`src/hdl/gbts_pkg.sv`:
```
package gbts_pkg;

    localparam int CAPACITY = 4096;
    localparam int AW = $clog2(CAPACITY);
    localparam int PW = AW + 1;

    localparam logic [2:0] FN_INSERT    = 3'd0;
    localparam logic [2:0] FN_REMOVE    = 3'd1;
    localparam logic [2:0] FN_READ      = 3'd2;
    localparam logic [2:0] FN_LINESTART = 3'd3;
    localparam logic [2:0] FN_POS2LC    = 3'd4;
    localparam logic [2:0] FN_LC2POS    = 3'd5;

    localparam logic [1:0] ST_OK   = 2'd0;
    localparam logic [1:0] ST_FULL = 2'd1;
    localparam logic [1:0] ST_PAST = 2'd2;

    localparam logic [7:0] NEWLINE  = 8'd10;
    localparam logic [7:0] NUL_BYTE = 8'd0;

    typedef struct packed {
        logic [2:0]  func;
        logic [12:0] position;
        logic [7:0]  char_in;
        logic [12:0] line_number;
        logic [12:0] column;
    } t_req;

    typedef struct packed {
        logic [7:0]  char_out;
        logic [12:0] position_out;
        logic [12:0] line_out;
        logic [12:0] col_out;
        logic [12:0] text_length;
        logic [12:0] line_total;
        logic [1:0]  status;
    } t_rsp;

endpackage

```
`src/hdl/gbts_ctrl.sv`:
```
module gbts_ctrl import gbts_pkg::*; (
    input  logic          i_clk,
    input  logic          i_rst_n,
    input  logic          i_req_valid,
    output logic          o_req_ready,
    input  t_req          i_req,
    output logic          o_rsp_valid,
    input  logic          i_rsp_ready,
    output t_rsp          o_rsp,
    output logic          o_we,
    output logic [AW-1:0] o_waddr,
    output logic [7:0]    o_wdata,
    output logic [AW-1:0] o_raddr,
    input  logic [7:0]    i_rdata
);
    localparam logic [2:0] S_IDLE = 3'd0;
    localparam logic [2:0] S_SHIFT = 3'd1;
    localparam logic [2:0] S_EDIT = 3'd2;
    localparam logic [2:0] S_WALK = 3'd3;
    localparam logic [2:0] S_READ = 3'd4;
    localparam logic [2:0] S_DONE = 3'd5;

    logic [2:0]    r_state, n_state;
    logic [PW-1:0] r_gb, n_gb, r_gf, n_gf;
    logic [12:0]   r_lt, n_lt;
    t_req          r_req, n_req;
    logic [PW-1:0] r_tgt, n_tgt;
    logic [PW-1:0] r_p, n_p;
    logic [12:0]   r_lines, n_lines, r_cols, n_cols;
    logic          r_phase2, n_phase2;
    logic          r_rd, n_rd;
    logic          r_pend, n_pend;
    logic [AW-1:0] r_pa, n_pa;
    t_rsp          r_rsp, n_rsp;
    logic          r_ov, n_ov;

    logic [PW-1:0] len, gapw, pos_ext;
    logic [PW-1:0] p_clamp;
    logic [PW-1:0] rd_pos;
    logic [PW:0]   phys_w;
    logic          walk_more;

    assign len = PW'(CAPACITY) - (r_gf - r_gb);
    assign gapw = r_gf - r_gb;
    assign pos_ext = PW'(r_req.position);
    assign p_clamp = (pos_ext < len) ? pos_ext : len;
    assign rd_pos = r_p;
    assign phys_w = (rd_pos < r_gb) ? {1'b0, rd_pos} : {1'b0, rd_pos} + {1'b0, gapw};

    assign o_req_ready = (r_state == S_IDLE) && !r_ov;
    assign o_rsp_valid = r_ov;
    assign o_rsp = r_rsp;

    always_comb begin
        n_state = r_state; n_gb = r_gb; n_gf = r_gf; n_lt = r_lt; n_req = r_req;
        n_tgt = r_tgt; n_p = r_p; n_lines = r_lines; n_cols = r_cols;
        n_phase2 = r_phase2; n_rd = 1'b0; n_pend = r_pend; n_pa = r_pa;
        n_rsp = r_rsp; n_ov = r_ov;
        o_we = 1'b0; o_waddr = '0; o_wdata = i_rdata; o_raddr = '0;
        walk_more = 1'b0;
        if (r_ov && i_rsp_ready) begin
            n_ov = 1'b0;
        end
        case (r_state)
            S_IDLE: begin
                if (i_req_valid && !r_ov) begin
                    n_req = i_req;
                    n_rsp = '0;
                    n_p = '0; n_lines = '0; n_cols = '0; n_phase2 = 1'b0;
                    n_pend = 1'b0;
                    n_state = S_DONE;
                    case (i_req.func)
                        FN_INSERT: begin
                            if (len >= PW'(CAPACITY)) begin
                                n_rsp.status = ST_FULL;
                            end else begin
                                n_tgt = (PW'(i_req.position) < len) ? PW'(i_req.position) : len;
                                n_state = S_SHIFT;
                            end
                        end
                        FN_REMOVE: begin
                            if (PW'(i_req.position) >= len) begin
                                n_rsp.status = ST_PAST;
                            end else begin
                                n_tgt = PW'(i_req.position);
                                n_state = S_SHIFT;
                            end
                        end
                        FN_READ: begin
                            n_p = PW'(i_req.position);
                            if (PW'(i_req.position) < len) n_state = S_READ;
                        end
                        FN_LINESTART: begin
                            if (i_req.line_number >= r_lt) n_rsp.position_out = len[12:0];
                            else n_state = S_WALK;
                        end
                        FN_POS2LC, FN_LC2POS: n_state = S_WALK;
                        default: ;
                    endcase
                end
            end
            S_SHIFT: begin
                if (r_pend) begin
                    o_we = 1'b1; o_waddr = r_pa; o_wdata = i_rdata;
                end
                if (r_tgt < r_gb) begin
                    o_raddr = AW'(r_gb - 1'b1);
                    n_pa = AW'(r_gf - 1'b1);
                    n_gb = r_gb - 1'b1; n_gf = r_gf - 1'b1; n_pend = 1'b1;
                end else if (r_tgt > r_gb && r_gf < PW'(CAPACITY)) begin
                    o_raddr = AW'(r_gf);
                    n_pa = AW'(r_gb);
                    n_gb = r_gb + 1'b1; n_gf = r_gf + 1'b1; n_pend = 1'b1;
                end else if (r_pend) begin
                    // last moved byte lands before the byte at the gap end is read
                    n_pend = 1'b0;
                end else begin
                    o_raddr = AW'(r_gf);
                    n_state = S_EDIT;
                end
            end
            S_EDIT: begin
                if (r_req.func == FN_INSERT) begin
                    o_we = 1'b1; o_waddr = AW'(r_gb); o_wdata = r_req.char_in;
                    n_gb = r_gb + 1'b1;
                    if (r_req.char_in == NEWLINE) n_lt = r_lt + 1'b1;
                end else begin
                    n_gf = r_gf + 1'b1;
                    if (i_rdata == NEWLINE && r_lt > 13'd1) n_lt = r_lt - 1'b1;
                end
                n_state = S_DONE;
            end
            S_READ: begin
                if (!r_rd) begin
                    o_raddr = AW'(phys_w);
                    n_rd = 1'b1;
                end else begin
                    n_rsp.char_out = i_rdata;
                    n_state = S_DONE;
                end
            end
            S_WALK: begin
                case (r_req.func)
                    FN_LINESTART: walk_more = (r_lines < r_req.line_number) && (r_p < len);
                    FN_POS2LC: walk_more = r_p < p_clamp;
                    default: walk_more = (r_p < len) && (r_phase2
                        ? (r_cols < r_req.column) : (r_lines < r_req.line_number));
                endcase
                if (!r_rd) begin
                    if (walk_more) begin
                        o_raddr = AW'(phys_w);
                        n_rd = 1'b1;
                    end else if (r_req.func == FN_LC2POS && !r_phase2) begin
                        n_phase2 = 1'b1;
                    end else begin
                        n_rsp.position_out = r_p[12:0];
                        if (r_req.func == FN_POS2LC) begin
                            n_rsp.line_out = r_lines;
                            n_rsp.col_out = r_cols;
                        end
                        n_state = S_DONE;
                    end
                end else if (r_phase2 && i_rdata == NEWLINE) begin
                    n_rsp.position_out = r_p[12:0];
                    n_state = S_DONE;
                end else begin
                    n_p = r_p + 1'b1;
                    if (i_rdata == NEWLINE) begin
                        n_lines = r_lines + 1'b1; n_cols = '0;
                    end else begin
                        n_cols = r_cols + 1'b1;
                    end
                end
            end
            S_DONE: begin
                n_rsp.text_length = len[12:0];
                n_rsp.line_total = r_lt;
                n_ov = 1'b1;
                n_state = S_IDLE;
            end
            default: n_state = S_IDLE;
        endcase
    end

    always_ff @(posedge i_clk) begin
        if (!i_rst_n) begin
            r_state <= S_IDLE; r_gb <= '0; r_gf <= PW'(CAPACITY); r_lt <= 13'd1;
            r_ov <= 1'b0; r_rd <= 1'b0; r_pend <= 1'b0;
        end else begin
            r_state <= n_state; r_gb <= n_gb; r_gf <= n_gf; r_lt <= n_lt;
            r_ov <= n_ov; r_rd <= n_rd; r_pend <= n_pend;
        end
        r_req <= n_req; r_tgt <= n_tgt; r_p <= n_p; r_lines <= n_lines;
        r_cols <= n_cols; r_phase2 <= n_phase2; r_pa <= n_pa; r_rsp <= n_rsp;
    end

    a_gap_order: assert property (@(posedge i_clk) disable iff (!i_rst_n)
        r_gb <= r_gf) else $error("gap inverted");
    a_gap_bound: assert property (@(posedge i_clk) disable iff (!i_rst_n)
        r_gf <= PW'(CAPACITY)) else $error("gap end past capacity");
    a_lines_pos: assert property (@(posedge i_clk) disable iff (!i_rst_n)
        r_lt != 13'd0) else $error("line total zero");
    a_ready_excl: assert property (@(posedge i_clk) disable iff (!i_rst_n)
        o_req_ready |-> !o_rsp_valid) else $error("accept while result pending");
endmodule

```
`config.mk`:
```
export PLATFORM = sky130hd
export DESIGN_NAME = gbts_ctrl
export DESIGN_NICKNAME = d
export VERILOG_FILES = /design/src/hdl/gbts_pkg.sv /design/src/hdl/gbts_ctrl.sv
export SDC_FILE = /design/constraint.sdc
export NUM_CORES = 1
export LEC_CHECK = 0
export BUFFER_PORTS_ARGS = -buffer_cell sky130_fd_sc_hd__buf_2
export CORE_UTILIZATION = 40
export CTS_CLUSTER_SIZE = 30
export DETAILED_ROUTE_END_ITERATION = 12
export PLACE_DENSITY_LB_ADDON = 0.15
export SLEW_MARGIN = 0
export SYNTH_ARGS = -nofsm -noshare
export SYNTH_HDL_FRONTEND = slang
export SYNTH_SLANG_ARGS = --single-unit
```
`constraint.sdc`:
```
create_clock -name i_clk -period 9.45 [get_ports i_clk]
set_clock_uncertainty 0.1 [all_clocks]
set_input_delay 0.4725 -clock i_clk [delete_from_list [all_inputs] [get_ports i_clk]]
set_output_delay 0.4725 -clock i_clk [all_outputs]
set_load 0.02 [all_outputs]
```
==> flow_summary.yaml, run 1 <==
floorplanning:
  num_rows: 71
  start_util_pct: 40.5
  boundaryPins: 172
  die_h_um: 197
  core_area_sq_um: 37600
  die-area_sq_um: 38800
  die_x_um: 197
synth:
  syn_area_sq_um: 15200
  synth_ff_type: "edfxtp_1"
  ys_ff_latch: 235
  synth_cells: 1564
  yosysUniqueCellTypes: 79
  synth_fp_nets: 1769
  yosys_warnings: 0
  yosysSeqAreaShare_pct: 43.4
  synth_edf_count: 190
  synthArstFlopShare_pct: 0
  syn_area_per_cell_sq_um: 9.73
grt:
  antenna_found_initial: 3
  groute.usage.overall_pct: 23.3
  grt_pass1_wl_um: 69700
  grt_pass1_vias: 11900
  overflow: 0
  grt_max_degree: 55
clock_network:
  cts_buffers: 28
  clock_path_buffers: 3
  root_buffer: "clkbuf_16"
  path_clk_slew_ns: 0.06
  htree_levels: 1
  clock-sinks: 235
  clock_latency_ns: 0.57
  cts_tree: "yes"
status:
  status: "completed"
critical_path:
  critPathMaxFanout: 13
  worstPathArrival_ns: 8.37
  rr_worst_depth: 32
  setup.worst_path.start_class: "flip-flop"
  r2r_slack_ns: 1.29
  r2r_end: "o_rsp[49]"
  required_ns: 8.88
  critPathMaxStageDelay_ns: 0.59
  cp_common_cell: "a21o_1"
  end_kind: "output pin"
  critical_path_class: "reg -> out"
  slowest_stage: "a211oi_4"
  reg2reg_from: "r_gf[0]"
route:
  viasPerCell: 5.50
  drtIter0Drc: 741
  dr_total_vias: 12600
  drcViolationCount: 0
  wire_per_inst_um: 20.1
  drtPass1Iterations: 5
  drt-total-wl_um: 45900
  final_antenna_net_count: 0
finish:
  multiInputGateArea_sq_um: 8030
  instances_no_fill: 2285
  area_growth_pct: 17.3
  fillerInstances: 3592
  layout-drive-gt1-share_pct: 16.2
  ff_latch_area_sq_um: 6610
  nets: 1955
timing:
  finalSetupViolations: 0
  fin_crit_ns: 8.94
  post-route-period-util_pct: 94.6
  drv_slew: 0
  max_freq_mhz: 112
  hold-worst-slack_ns: 0.0290
  relSlewSlack_pct: 23.4
  worst_pin_slew_ns: 1.15
  hold_viol: 0
  setup_tns_ns: 0
min_path:
  hold_path_class: "in -> reg"
  min_from: "i_req[16]"
  hold_end: "r_req[16]"
  min_path_cells: 1
place:
  port_buffers: 171
  place.gp.congestion: 0.903
  dp.final_hpwl_um: 34700
  dp.cells: 2208
job:
  cap_viol_max_count: 0
## flip-flops by register name, summed over array words and instances (netlist names), 12 cells and up
register	cells
o_rsp	75
pos_ext	13
r_cols	13
r_gb	13
r_gf	13
r_lines	13
r_lt	13
r_p	13
r_pa	12
r_req	37
r_tgt	13
## cells in the mapped netlist (5+ instances only)
master,n,area [sq um]
nand3_1,55,275
or2_2,5,31.3
a21oi_1,79,395
nand2_1,169,634
o22ai_1,5,31.3
a21boi_0,9,67.6
nor4_1,14,87.6
and2_1,19,119
nor2_1,116,435
o31ai_1,5,37.5
and3_1,57,357
o21ai_0,112,561
nor3_1,19,95.1
inv_1,86,323
or3_1,26,163
xnor2_1,63,552
a22o_1,21,184
nor2b_1,14,87.6
o211ai_1,7,52.6
a31oi_1,7,43.8
ha_1,141,1760
nand2b_1,26,163
edfxtp_1,190,5710
nand4_1,20,125
a21o_1,24,180
mux2_2,12,135
dfxtp_1,45,901
o21a_1,15,113
a211oi_1,8,60.1
clkbuf_1,56,210
mux2i_1,19,190
xor2_1,27,236
## routing by layer
layer | wire, um | part of all wire (%) | vias up | GRT usage, %
met5 | 0 | 0 | - | 0
met4 | 1080 | 2.4 | 0 | 6.69
met3 | 2440 | 5.3 | 64 | 3.01
met2 | 21300 | 46 | 374 | 38.0
met1 | 21100 | 46 | 6061 | 32.3
li1 | - | - | 6072 | -
## worst max-delay path, delay by kind of cell (launching register included)
kind / cells / cell delay, ns
AO/OA/AOI/OAI: 15 / 3.71
adder cells (fa/ha/maj): 6 / 1.90
AND/OR/NAND/NOR: 5 / 0.60
buffers and inverters: 4 / 0.53
flip-flops: 1 / 0.37
multiplexers: 1 / 0.36
XOR/XNOR: 2 / 0.30
## cell families after synthesis
logic type | count (synthesis) | share of synthesized area, %
AND/OR/NAND/NOR | 564 | 18.2
AO/OA/AOI/OAI | 341 | 14.5
flip-flops | 235 | 43.4
buffers and inverters | 152 | 3.96
adder cells (fa/ha/maj) | 147 | 12.2
XOR/XNOR | 93 | 5.50
multiplexers | 32 | 2.21
## cell usage in the layout (no fill, tap or decap), types with 24 or more instances in the layout
master	netlist	routed
xnor2_1	63	61
buf_2	1	171
xor2_1	27	27
nand2_1	169	169
o21ai_0	112	110
ha_1	141	141
nand3_1	55	55
nor2_1	116	115
clkbuf_16	0	30
dfxtp_1	45	44
or3_1	26	26
buf_4	2	30
edfxtp_1	190	190
a21oi_1	79	79
and3_1	57	57
nand2b_1	26	26
a21o_1	24	24
inv_1	86	85
## worst max path at each step
| stage | startpoint | endpoint | slack (ns) | depth (start not counted) |
|---|---|---|---|---|
| CTS | r_gb[0] | o_raddr[1] | 0.33 | 29 |
| detailed placement | r_gb[0] | o_raddr[1] | 0.97 | 29 |
| global placement | r_gb[0] | o_raddr[1] | 1.15 | 29 |
| global route | r_gf[0] | o_raddr[7] | -0.007 | 29 |
| floorplan | r_gb[0] | o_rsp[28] | 0.51 | 29 |
| finish | r_gf[0] | o_raddr[1] | 0.51 | 33 |
## timing repair
item	in CTS	in global routing
hold buffers	21	0
gates resized for setup	0	3
setup endpoints to repair	0	12
setup buffers	0	2
hold endpoints to repair	21	0
## area by class of cell
class,instances,area share [%]
antenna,3,0.0421
clock buffer,38,4.55
tap,511,3.58
timing repair buffer,222,7.24
clock inverter,13,0.694
sequential,235,37.0
multi-input combinational,1177,45.0
inverter,86,1.81
## metrics by stage
step	utilization, %	worst slack [ns]	instance area (sq um)
final	47.5	0.509	17800
after detailed placement	44.3	0.969	16700
after floorplan	-	0.509	15200
after global routing	47.5	-0.00741	17800
after global placement	44.3	1.15	16700
after CTS	47.4	0.327	17800
Power of run 1 is not shown: default switching activity piles up to over one toggle a cycle in this logic, so the estimate is an artifact.
==> run 2, diff against run 1 <==
--- a/config.mk
+++ b/config.mk
@@ -9,3 +9,4 @@
 export CORE_UTILIZATION = 40
-export CTS_CLUSTER_SIZE = 30
+export CTS_BUF_LIST = sky130_fd_sc_hd__clkbuf_4
+export CTS_CLUSTER_SIZE = 14
 export DETAILED_ROUTE_END_ITERATION = 12
==> constraint.sdc (replaced) <==
create_clock -name i_clk -period 9.45 [get_ports i_clk]
set_clock_uncertainty 0.1 [all_clocks]
set_input_delay 1.4175 -clock i_clk [delete_from_list [all_inputs] [get_ports i_clk]]
set_output_delay 1.4175 -clock i_clk [all_outputs]
set_load 0.02 [all_outputs]
==> run 2 against run 1 <==
Against the previous run: critical endpoint is now o_raddr[0]; worst hold slack better by 0.37 ns; critical path depth up 1; setup slack worse by 0.26 ns; register-to-register slack better by 0.73 ns; sequential share of layout area down 0.19 points; design area up 0.62%; non-clock buffer count up 5; die area unchanged; wire length up 3.6%; clock-buffer cell count up 57; via count up 2.5%.
==> flow_summary.yaml, run 2 (synthesis results as in run 1) <==
route:
  viasPerCell: 5.46
  drcViolationCount: 0
  wire_per_inst_um: 20.1
  drtIter0Drc: 888
  dr_total_vias: 12900
  final_antenna_net_count: 0
  drtPass1Iterations: 5
  drt-total-wl_um: 47500
finish:
  layout-drive-gt1-share_pct: 21.9
  final_cell_mix: "edfxtp_1 (190), nand2_1 (169), buf_2 (164), ha_1 (137), nor2_1 (115)"
  final_common_cell: "edfxtp_1"
  nets: 2000
  area_growth_pct: 18.0
  largest_reg_flops: 75
place:
  port_buffers: 171
  dp.final_hpwl_um: 34800
  place.gp.congestion: 0.913
timing:
  worst_pin_slew_ns: 1.06
  relSlewSlack_pct: 29.3
  hold_viol: 0
  drv_slew: 0
  fin_crit_ns: 9.20
  max_freq_mhz: 109
  finalSetupViolations: 0
  setup_tns_ns: 0
  post-route-period-util_pct: 97.4
floorplanning:
  die-area_sq_um: 38800
  core_area_sq_um: 37600
  boundaryPins: 172
  num_rows: 71
  die_x_um: 197
  start_util_pct: 40.5
  die_h_um: 197
clock_network:
  clock-sinks: 235
  htree_levels: 3
  clock_path_buffers: 3
  root_buffer: "clkbuf_4"
  cts_tree: "yes"
  clock_latency_ns: 0.73
  ctsHoldBuffers: 0
  path_clk_slew_ns: 0.06
  cts_buffers: 68
grt:
  antenna_found_initial: 4
  grt_pass1_vias: 12400
  grt_max_degree: 55
  overflow: 0
  grt_pass1_wl_um: 72000
  groute.usage.overall_pct: 24.3
critical_path:
  setup.worst_path.start_class: "flip-flop"
  required_ns: 7.93
  end_kind: "output pin"
  critPathMaxFanout: 7
  slowest_stage: "fa_2"
  worstPathArrival_ns: 7.68
  cp_common_cell: "a21o_1"
  critical_path_class: "reg -> out"
  critPathMaxStageDelay_ns: 0.45
job:
  cap_viol_max_count: 0
status:
  status: "completed"
min_path:
  hold_path_class: "reg -> reg"
==> run 2: final cells by class <==
class / count / area, sq um
fill: 3688 / 19600
multi-input combinational: 1177 / 8160
sequential: 235 / 6620
timing repair buffer: 227 / 1340
clock buffer: 95 / 713
tap: 511 / 639
inverter: 86 / 329
clock inverter: 24 / 131
antenna: 5 / 12.5
==> run 2: routing by layer <==
layer	vias up	global-route usage (%)	wire length (um)
met2	424	38.4	21500
met4	0	9.42	1600
li1	6202	-	-
met3	100	4.79	2850
met1	6157	32.6	21600
met5	-	0	0
==> run 2: what timing repair did <==
| item | in CTS | in global routing |
|---|---|---|
| gates cloned | 1 | 1 |
| buffers inserted | 5 | 13 |
| pin swaps | 4 | 16 |
| endpoints found under the setup margin | 12 | 12 |
| resized for setup | 14 | 36 |
==> run 2: worst paths after layout <==
| kind | startpoint | end | slack, ns | depth (start not counted) |
|---|---|---|---|---|
| max | r_gf[0] | o_raddr[0] | 0.25 | 34 |
| min | r_gb[12] | r_gb[12] | 0.40 | 2 |
| max reg2reg | r_gf[0] | o_rsp[52] | 2.02 | 34 |
| min reg2reg | r_gb[12] | r_gb[12] | 0.40 | 2 |
==> run 2: worst max-delay path, delay by kind of cell (launching register included) <==
family | cells | cell delay [ns]
AO/OA/AOI/OAI | 15 | 2.93
buffers and inverters | 5 | 0.55
XOR/XNOR | 2 | 0.27
multiplexers | 1 | 0.32
adder cells (fa/ha/maj) | 6 | 1.92
flip-flops | 1 | 0.37
AND/OR/NAND/NOR | 5 | 0.60
==> run 2: metrics by stage <==
| stage | std cells | utilization [%] | instance area (sq um) | setup slack (ns) | hold WS [ns] |
|---|---|---|---|---|---|
| 3_5_place_dp | 2216 | 44.5 | 16700 | 0.368 | 0.378 |
| 4_1_cts | 2341 | 47.0 | 17700 | 0.00303 | 0.399 |
| 6_report | 2360 | 47.8 | 17900 | 0.249 | 0.402 |
| 3_3_place_gp | 2216 | 44.5 | 16700 | 0.517 | 0.364 |
| 2_1_floorplan | 1564 | - | 15200 | 0.509 | 0.347 |
| 5_1_grt | 2359 | 47.8 | 17900 | -0.0540 | 0.427 |
Power of run 2 is left out for the same reason.
==> run 3, diff against run 2 <==
Settings changed: PLACE_DENSITY_LB_ADDON 0.15 to unset.
==> run 3 against run 2 <==
Against the previous run: non-clock buffer count down 10; sequential share of layout area down 0.056 points; worst hold slack worse by 0.018 ns; fmax down 0.27%; flip-flop and latch count unchanged; critical endpoint is now o_raddr[6]; largest cell class unchanged.
==> flow_summary.yaml, run 3 (synthesis results as in run 1) <==
status:
  status: "completed"
place:
  place.gp.congestion: 0.950
  port_buffers: 171
  dp.final_hpwl_um: 34500
clock_network:
  htree_levels: 3
  clock-sinks: 235
  path_clk_slew_ns: 0.06
  cts_tree: "yes"
  root_buffer: "clkbuf_4"
  cts_buffers: 69
  ctsHoldBuffers: 0
  clock_path_buffers: 3
  clock_latency_ns: 0.75
timing:
  fin_crit_ns: 9.23
  finalSetupViolations: 0
  worst_pin_slew_ns: 1.09
  hold_viol: 0
  post-route-period-util_pct: 97.6
  relSlewSlack_pct: 27.2
  drv_slew: 0
  max_freq_mhz: 108
route:
  dr_total_vias: 12800
  wire_per_inst_um: 20.2
  viasPerCell: 5.46
  drtPass1Iterations: 5
  drcViolationCount: 0
  final_antenna_net_count: 0
  drt-total-wl_um: 47400
  drtIter0Drc: 967
floorplanning:
  die_x_um: 197
  die_h_um: 197
  start_util_pct: 40.5
  core_area_sq_um: 37600
  num_rows: 71
  boundaryPins: 172
  die-area_sq_um: 38800
grt:
  grt_pass1_vias: 12400
  groute.usage.overall_pct: 24.2
  antenna_found_initial: 3
  grt_pass1_wl_um: 71800
  overflow: 0
  grt_max_degree: 55
critical_path:
  required_ns: 7.93
  slowest_stage: "fa_2"
  critical_path_class: "reg -> out"
  worstPathArrival_ns: 7.71
  critPathMaxFanout: 10
  end_kind: "output pin"
  setup.worst_path.start_class: "flip-flop"
  r2r_slack_ns: 1.80
  critPathMaxStageDelay_ns: 0.45
finish:
  layout-drive-gt1-share_pct: 21.9
  final_cell_mix: "edfxtp_1 (190), nand2_1 (169), buf_2 (161), ha_1 (135), nor2_1 (115)"
  largest_reg_flops: 75
  fillerInstances: 3580
  nets: 1991
  utilization_pct: 47.9
  final_common_cell: "edfxtp_1"
  area_growth_pct: 18.2
min_path:
  hold_path_class: "reg -> reg"
job:
  cap_viol_max_count: 0
[run 3: cell types whose count changed in the layout (fill, tap and decap cells not counted), sizes merged]
cell	delta
clkinvlp	-2
diode	-2
buf	-10
bufinv	+2
clkinv	-9
clkbuf	+10
[run 3: what timing repair did]
action                     in CTS  in global routing
setup endpoints to repair      12                 12
gates cloned                    1                  1
setup buffers                   5                  4
pin swaps                       5                 17
gates resized for setup        16                 40
[run 3: worst paths after layout]
kind            start          to  cells past startpoint
max           r_gf[0]  o_raddr[6]                     33
min          r_gb[11]    r_gb[11]                      2
max reg2reg   r_gf[0]   o_rsp[48]                     34
min reg2reg  r_gb[11]    r_gb[11]                      2
[run 3: cell type report]
cell class | instances | area (sq um) | share of cell area, %
Inverter | 86 | 325 | 1.81
Sequential cell | 235 | 6620 | 36.8
Clock buffer | 105 | 788 | 4.38
Antenna cell | 3 | 7.51 | 0.0417
Clock inverter | 15 | 141 | 0.786
Multi-Input combinational cell | 1177 | 8200 | 45.6
Timing Repair Buffer | 217 | 1260 | 7.03
Tap cell | 511 | 639 | 3.55
[run 3: critical path: cells and delay by family, from the launching register on]
family / cells / cell delay, ns
adders and majority gates: 6 / 1.83
buffers and inverters: 6 / 0.78
xor gates and xnor gates: 2 / 0.33
and+or+nand+nor: 6 / 0.90
DFF: 1 / 0.37
muxes: 1 / 0.33
AOI/OAI and AO/OA: 12 / 2.45
[run 3: stage by stage]
step / setup slack (ns) / hold slack, ns / cells / setup TNS, ns / area, sq um
after floorplan: 0.509 / 0.347 / 1564 / 0 / 15200
after global placement: 0.483 / 0.368 / 2216 / 0 / 16700
after detailed placement: 0.347 / 0.380 / 2216 / 0 / 16700
after CTS: 0.0270 / 0.388 / 2342 / 0 / 17700
after global routing: -0.0680 / 0.418 / 2349 / -0.693 / 18000
final: 0.224 / 0.384 / 2349 / 0 / 18000
[run 3: layer usage]
layer | share of wire, % | global-route usage (%)
met5 | 0 | 0
met4 | 3.3 | 8.87
met3 | 7.4 | 5.36
met2 | 45 | 37.9
met1 | 44 | 32.8
Power of run 3 is left out for the same reason.
